[src/design/vat_pkg.sv]
// ----------------------------------------------------------------------------
// vat_pkg
// Shared constants and types for the vertex affine transform.
// ----------------------------------------------------------------------------
package vat_pkg;

  localparam int COORD_WIDTH = 32;
  localparam int FRAC_BITS   = 16;

  localparam int NUM_COEF    = 16;
  localparam int COEF_IDX_W  = 4;
  localparam int NUM_ROWS    = 3;

  localparam logic ACTION_WRITE = 1'b0;
  localparam logic ACTION_XFORM = 1'b1;

  // per-stage load enables of the datapath pipeline
  typedef struct packed {
    logic s1;
    logic s2;
    logic s3;
    logic s4;
    logic s5;
  } vat_adv_t;

endpackage

[src/design/vat_coef_store.sv]
// ----------------------------------------------------------------------------
// vat_coef_store
// 4x4 column-major coefficient matrix, reset to identity.
// ----------------------------------------------------------------------------
module vat_coef_store #(
  parameter int COORD_WIDTH = vat_pkg::COORD_WIDTH,
  parameter int FRAC_BITS   = vat_pkg::FRAC_BITS
) (
  input  logic                           clk,
  input  logic                           rst,
  input  logic                           we,
  input  logic [vat_pkg::COEF_IDX_W-1:0] waddr,
  input  logic [COORD_WIDTH-1:0]         wdata,
  output logic [COORD_WIDTH-1:0]         coef [vat_pkg::NUM_COEF]
);

  // 1.0 in the fixed-point format, truncated to the coordinate width
  localparam logic [63:0]            ONE_WIDE = 64'(1) << FRAC_BITS;
  localparam logic [COORD_WIDTH-1:0] ONE      = ONE_WIDE[COORD_WIDTH-1:0];

  always_ff @(posedge clk) begin
    if (rst) begin
      for (int i = 0; i < vat_pkg::NUM_COEF; i++) begin
        coef[i] <= (i % 5 == 0) ? ONE : '0;
      end
    end else if (we) begin
      coef[waddr] <= wdata;
    end
  end

endmodule

[config.mk]
export PLATFORM = sky130hd
export DESIGN_NAME = vat_coef_store
export DESIGN_NICKNAME = d
export VERILOG_FILES = /design/src/design/vat_pkg.sv /design/src/design/vat_coef_store.sv
export SDC_FILE = /design/constraint.sdc
export NUM_CORES = 1
export LEC_CHECK = 0
export BUFFER_PORTS_ARGS = -buffer_cell sky130_fd_sc_hd__buf_4
export CAP_MARGIN = 0
export CORE_MARGIN = 5
export CORE_UTILIZATION = 30
export DETAILED_ROUTE_END_ITERATION = 6
export GPL_ROUTABILITY_DRIVEN = 0
export PLACE_DENSITY = 0.63
export SYNTH_ARGS = -nofsm -noshare
export SYNTH_HDL_FRONTEND = slang
export SYNTH_SLANG_ARGS = --single-unit
[constraint.sdc]
create_clock -name clk -period 2.2 [get_ports clk]
set_input_delay 0 -clock clk [delete_from_list [all_inputs] [get_ports clk]]
set_output_delay 0 -clock clk [all_outputs]
set_load 0.01 [all_outputs]
== Word-level counts from Yosys, hierarchy flattened ==
Index checks and enable logic that the tools add are counted.
Cells by class
  magnitude comparators: 2
  multiplexer cells: 3
  bitwise gates (word level): 1
  reductions and logical operators: 1
Operator list (count)
  512-bit bitwise mux: 1
  32-bit demux with 4-bit select: 1
  32-bit two-way mux: 1
  5-bit greater-or-equal comparator, second input constant: 1
  5-bit by 1-bit < comparator with 1-bit output, second input constant: 1
  4-bit NOT with 5-bit output: 1
  1-bit logical AND: 1
Storage, ports and cells
  flip-flop bits (word level): 512
  input port bits: 39

== Logic depth before layout (Yosys ltp) ==
Gate-level depths: netlist of the first run.
  depth after elaboration: 6
  mapped depth: 6
  gate-level depth less buffers: 3

== Worst setup path after synthesis of the first run ==
Ideal clock, no wire load.
  kind: input port to flip-flop
  from: input port waddr[1] (netlist bit)
  to: register coef[485] (netlist bit)
  setup time: 0.072 ns
  arrival time: 1.004 ns
  required time: 2.128 ns
  setup slack: 1.125 ns
  stages: 6
  path through: buf_2 -> nor2_1 -> and2_1 -> buf_4 -> buf_6 -> mux2i_1
On the way
  cells in the longest elaborated chain, start to end: 6
  elaborated cells on any way between the ends: 7
  those cells by class: 2 x order compare; 3 x mux; 1 x bitwise; 1 x reduce/logical
RTL lines
  start, declared: line vat_coef_store.sv:12  | input logic [vat_pkg::COEF_IDX_W-1:0] waddr,
  4-bit NOT with 5-bit output (implied by the code) *: line vat_coef_store.sv:27  | coef[waddr] <= wdata;
  5-bit greater-or-equal comparator (implied by the code) / 5-bit by 1-bit < comparator with 1-bit output (equally long branches): line vat_coef_store.sv:27
  1-bit logical AND (implied by the code): line vat_coef_store.sv:27
  32-bit two-way mux (implied by the code): line vat_coef_store.sv:27
  32-bit demux with 4-bit select *: line vat_coef_store.sv:27
  512-bit bitwise mux *: line vat_coef_store.sv:27
  end signal, assigned by index: line vat_coef_store.sv:24  | coef[i] <= (i % 5 == 0) ? ONE : '0;
  end signal, assigned by index: line vat_coef_store.sv:27
  end, declared: line vat_coef_store.sv:14  | output logic [COORD_WIDTH-1:0] coef [vat_pkg::NUM_COEF]
Every way passes the cells marked *; elsewhere a longest branch is shown, timed or not.
A chain may end at the register's enable or synchronous reset.

== Final worst setup path of the first run ==
  from: input port waddr[3] (netlist bit)
  to: register coef[287] (netlist bit)
Same word-level chain as after synthesis.

==> summary.md, run 1 <==
| Metric | Value |
|---|---|
| Run status | complete, no violations |
| Minimum clock period after layout | 2020 ps |
| Max Cap Violations | 0 |
| CTS Buf Count | 55 |
| Category of the worst setup path launch point | input port |
| Remaining max-slew budget at the tightest pin | 0.473 |
| Area share of fa/ha/maj cells after synthesis | 0 |
| Placement Rows | 94 |
| Critical Path RT | 2670 ps |
| Crit path from | waddr[3] |
| Detailed Route WL | 67600 µm |
| Die extent in x | 267 µm |
| Critical-path cell with the highest stage delay | dlygate4sd3_1 |
| Fraction of the yosys area taken by sequential cells | 0.518 |
| Post-CTS Setup Repair Bufs | 0 |
| Die extent in y | 267 µm |
| Worst slack, placed | 557 ps |
| Number of iterations in the first detailed-routing pass | 5 |
| Count of unresolved DRC violations after routing | 0 |
| Final non-filler cell area | 26900 µm² |
| Achievable frequency | 496 MHz |
| Multiplexer share of the synthesized area | 0.259 |
| Max FFs per register | 512 |
| Area delta synth->final | 36.0% |
| Highest net fanout along the worst path | 4 |
| Unique masters post-synth | 17 |
| Synth Area in Compound Gates | 0 |
| Storage cell area | 10200 µm² |
| Final number of hold-violating endpoints | 0 |
| Overflow after GRT | 0 |
| Post-synthesis instance area | 19800 µm² |
| Estimated wirelength of the detail-placed design | 46000 µm |
| First-pass GRT wire length | 97900 µm |
| Xor-xnor portion of the synthesized cell area | 0 |
| Top flop regs | coef x512 |
| Mean cell area of the mapped netlist | 11.2 µm² |
| Area share of and/or/nand/nor cells after synthesis | 0.180 |
| Placed inst area | 24700 µm² |
| Count of final max-slew check failures | 0 |
| Maximum number of buffers from clock root to sink | 3 |
| RSZ-0062 raised after global routing | false |
| Initial standard-cell utilization of the core | 0.302 |
| Vias per Instance | 4.50 |
| Later-pin clock latency in the skew report | 580 ps |
| # setup viols final | 0 |
| Synthesized instance count | 1772 |
| Critical path cell sequence | dlygate4sd3_1 -> buf_4 -> and3b_1 -> nand3_2 -> dlygate4sd3_1 -> mux2i_1 -> dlygate4sd3_1 |
| Post-synthesis cell type with the largest combined area | dfxtp_1 |
| Reg2reg start | coef[287]$_SDFFE_PP0P_ |
| Number of routed nets with antenna violations | 0 |
| Total of warnings raised by yosys | 0 |
| Synth top area cells | dfxtp_1 (52%), mux2i_1 (26%), nand2b_1 (17%) |
| Share of the synthesized area in the top cell type | 0.518 |
| Endpoint type of the worst setup path | flop |
| Number of nets produced by synthesis | 1811 |
| Layout Skew | 0 ps |
| Arr. time, crit path | 2490 ps |
| Post-DR wirelength/cell | 21.0 µm |
| Largest delay share family, worst path | buffers and inverters |
| Setup TNS Final | 0 ps |
| Die Footprint | 71200 µm² |
| Power Dens Cells | 741 nW/µm² |
| Clock-pin transition on the worst setup and hold timing paths | 60 ps |
| Count of port buffers added during placement | 550 |
| Placeable core area | 65600 µm² |
| Layout cells sized above 1 | 0.303 |
| Maximum number of pins on one net before global-route repair | 146 |
| Register bit total from synthesis | 512 |
| Number of sinks driven by the clock tree | 512 |
| Cell type with the highest occurrence count on the critical path | dlygate4sd3_1 |
| Reported leakage power | 14.0 nW |
| Slowest cell delay on critical path | 610 ps |
| Crit Path Category | input port to flop |
| Root buffer selected by CTS | clkbuf_16 |
| # fillers | 6337 |
| Buffers plus inverters on the worst setup path | 4 |
| CTS tree | built |
| Slew at the pin closest to its max-slew limit | 790 ps |
| Number of H-tree branching levels | 2 |
| Hold Worst Slack | 76.4 ps |
| Crit share post-route | 0.917 |
| Total number of vias | 14460 |
| Nets | 2342 |
| Combinational family with the most area after synthesis | multiplexers |
| Worst hold path startpoint | waddr[2] |
| # diodes | 0 |
| Multi-input gate area in the final layout | 8710 µm² |
| Final worst slack | 182 ps |
| Type of the tightest min-delay check | input port to flop |
| Antenna violations before repair | 1 |
| Vias in the first global route | 14992 |
| Number of top-level pins | 551 |
| Global Route Usage Sum | 0.179 |
| First-iteration detailed-routing DRC count | 778 |
| VDD IR max | 0.628 mV |
| Register with the most flip-flops | coef |
placed cells by master, fill, tap and decap left out, types with 2 or more instances in the layout:
master,instances
clkinv_2,7
nor2_1,6
buf_4,603
nor2b_1,2
clkbuf_1,19
buf_12,7
nand2b_1,540
nand3_2,4
nand2_2,11
and3b_1,2
dfxtp_1,512
clkbuf_16,57
dlygate4sd3_1,41
mux2i_1,512
clkbuf_8,14
bufinv_16,2
layer usage:
| layer | routed length (µm) | track usage | vias to the layer above |
|---|---|---|---|
| li1 | - | - | 6832 |
| met1 | 28300 | 0.220 | 7018 |
| met2 | 31900 | 0.301 | 486 |
| met3 | 5410 | 0.0558 | 124 |
| met4 | 1970 | 0.0565 | 0 |
| met5 | 0 | 0 | - |
cell usage after synthesis:
| cell type | number |
|---|---|
| nand2b_1 | 540 |
| dfxtp_1 | 512 |
| mux2i_1 | 512 |
| clkbuf_1 | 96 |
| buf_2 | 46 |
| buf_4 | 33 |
| nand2_1 | 11 |
| nor2_1 | 6 |
| nand3_2 | 4 |
| and2_1 | 2 |
| and3b_1 | 2 |
| buf_6 | 2 |
| nor2b_1 | 2 |
| and3_1 | 1 |
| clkbuf_2 | 1 |
| nand2_2 | 1 |
| nor3b_4 | 1 |
final timing paths:
check	end	slack, ps	cells after the start
max	coef[287]$_SDFFE_PP0P_	180	7
min	coef[319]$_SDFFE_PP0P_	80	4
max reg2reg	coef[287]$_SDFFE_PP0P_	1000	3
min reg2reg	coef[196]$_SDFFE_PP0P_	470	2
worst register-to-register path: stages (launching register included):
cell	delay [ps]
dfxtp_1	390
nand2b_1	70
mux2i_1	130
dlygate4sd3_1	560
cell type report:
class / instances / share of cell area
sequential: 512 / 0.381
tap: 864 / 0.0401
clock buffer: 90 / 0.0628
clock inverter: 11 / 0.00413
multi-input combinational: 1082 / 0.323
timing repair buffer: 652 / 0.189
stage by stage:
step                       util  cells  total power, W
after floorplan               -   1772          0.0103
after global placement    0.377   3069          0.0109
after CTS                 0.410   3211          0.0202
after global routing      0.410   3211          0.0207
after detailed placement  0.377   3069          0.0109
final                     0.410   3211          0.0200
kinds of logic (layout without fill, tap and decap cells):
logic type             after synthesis  in the layout
AND/OR/NAND/NOR                    570            570
multiplexers                       512            512
flip-flops                         512            512
buffers and inverters              178            753
power by group:
group | internal (W) | switching [W]
Clock | 0.00545 | 0.00376
Sequential | 0.00939 | 0.0000716
Combinational | 0.000578 | 0.000698
repair_timing:
action                    CTS  global route
resized for setup           0             0
hold buffers               41             0
hold endpoints to repair  479             0
No activity file was read; power rests on OpenSTA's default activity.
==> inputs of run 2 (changes only) <==
Settings changed: BUFFER_PORTS_ARGS -buffer_cell sky130_fd_sc_hd__buf_4 to unset, DONT_BUFFER_PORTS set to 1, PLACE_DENSITY 0.63 to 0.56.
==> run 2 against run 1 <==
Against the previous run:
- the flow now stops in clock tree synthesis
- synthesized area did not move
- synthesized cell count is the same
==> summary.md, run 2 <==
| Metric | Value |
|---|---|
| Count leader, synth | nand2b_1 |
| Fraction of the yosys area taken by sequential cells | 0.518 |
| Synthesized instance count | 1772 |
| Cts hold-fix bufs | 520 |
| Post-CTS Setup Repair Bufs | 0 |
| Mean cell area of the mapped netlist | 11.2 µm² |
| Placement Rows | 94 |
| Post-synthesis cell type with the largest combined area | dfxtp_1 |
| Total of warnings raised by yosys | 0 |
| Number of nets produced by synthesis | 1811 |
| Die extent in x | 267 µm |
| Synth top area cells | dfxtp_1 (52%), mux2i_1 (26%), nand2b_1 (17%) |
| Run status | did not finish |
| Count of port buffers added during placement | 0 |
| Error message | [ERROR RSZ-0060] Max buffer count reached. |
| Die extent in y | 267 µm |
| Root buffer selected by CTS | clkbuf_16 |
| Share of the synthesized area in the top cell type | 0.518 |
| Most frequent cells after synthesis | nand2b_1 (540), dfxtp_1 (512), mux2i_1 (512) |
| Estimated wirelength of the detail-placed design | 41400 µm |
| CTS Buf Count | 56 |
| Number of enable-type register cells in the synthesized netlist | 0 |
| Halt point of the flow | clock tree synthesis |
| Initial standard-cell utilization of the core | 0.302 |
| Post-synthesis instance area | 19800 µm² |
| Register bit total from synthesis | 512 |
| Number of top-level pins | 551 |
| Number of sinks driven by the clock tree | 512 |
| Maximum number of buffers from clock root to sink | 3 |
| Number of H-tree branching levels | 2 |
| Worst slack, placed | 831 ps |
| Unique masters post-synth | 17 |
| Number of instances resized during post-cts repair | 0 |
| Prevailing post-synth register cell | dfxtp_1 |
| Async SR Flop Fraction | 0 |
==> run 2: kinds of logic after synthesis <==
| logic type | Yosys count | synth area share |
|---|---|---|
| buffers and inverters | 178 | 0.0437 |
| flip-flops | 512 | 0.518 |
| multiplexers | 512 | 0.259 |
| AND/OR/NAND/NOR | 570 | 0.180 |
==> run 2: metrics by stage <==
| stage | std cells | area [µm²] |
|---|---|---|
| 2_1_floorplan | 1772 | 19800 |
| 3_3_place_gp | 2507 | 20500 |
| 3_5_place_dp | 2507 | 20500 |
==> inputs of run 3 (changes only) <==
Settings changed: CORE_UTILIZATION 30 to 20, PLACE_DENSITY 0.56 to unset, PLACE_DENSITY_LB_ADDON set to 0.15.
==> run 3 against run 2 <==
Against the previous run:
- the run again fails in clock tree synthesis
- synthesized cell count did not move
- synthesized area did not move
==> summary.md, run 3 <==
| Metric | Value |
|---|---|
| Number of sinks driven by the clock tree | 512 |
| Area share of and/or/nand/nor cells after synthesis | 0.180 |
| Root buffer selected by CTS | clkbuf_16 |
| Synthesized instance count | 1772 |
| Xor-xnor portion of the synthesized cell area | 0 |
| Register bit total from synthesis | 512 |
| Total of warnings raised by yosys | 0 |
| Cts hold-fix bufs | 611 |
| Async SR Flop Fraction | 0 |
| Count leader, synth | nand2b_1 |
| Synth top area cells | dfxtp_1 (52%), mux2i_1 (26%), nand2b_1 (17%) |
| Combinational family with the most area after synthesis | multiplexers |
| Placement Rows | 115 |
| Number of top-level pins | 551 |
| Post-CTS Setup Repair Bufs | 0 |
| Number of nets produced by synthesis | 1811 |
| Most frequent cells after synthesis | nand2b_1 (540), dfxtp_1 (512), mux2i_1 (512) |
| Multiplexer share of the synthesized area | 0.259 |
| Prevailing post-synth register cell | dfxtp_1 |
| Estimated wirelength of the detail-placed design | 48700 µm |
| Share of the synthesized area in the top cell type | 0.518 |
| CTS Buf Count | 67 |
| Run status | did not finish |
| Fraction of the yosys area taken by sequential cells | 0.518 |
| Number of instances resized during post-cts repair | 0 |
| Error message | [ERROR RSZ-0060] Max buffer count reached. |
| Halt point of the flow | clock tree synthesis |
| Post-synthesis instance area | 19800 µm² |
| Unique masters post-synth | 17 |
| Die extent in y | 325 µm |
| Number of H-tree branching levels | 3 |
| Synth Area in Compound Gates | 0 |
| Post-synthesis cell type with the largest combined area | dfxtp_1 |
| Die extent in x | 325 µm |
| Initial standard-cell utilization of the core | 0.201 |
| Count of port buffers added during placement | 0 |
| Maximum number of buffers from clock root to sink | 3 |
| Mean cell area of the mapped netlist | 11.2 µm² |
| Number of enable-type register cells in the synthesized netlist | 0 |
| Area share of fa/ha/maj cells after synthesis | 0 |
[run 3: cell counts after synthesis]
No cell type changed its count.
[run 3: through the flow]
stage | instances | util | worst slack (ps) | area [µm²]
after detailed placement | 2932 | 0.214 | 796 | 21100
after global placement | 2932 | 0.214 | 831 | 21100
after floorplan | 1772 | - | 1120 | 19800
[run 3: cells by family after synthesis]
group,after synthesis
muxes,512
and+or+nand+nor,570
DFF,512
buffers and inverters,178
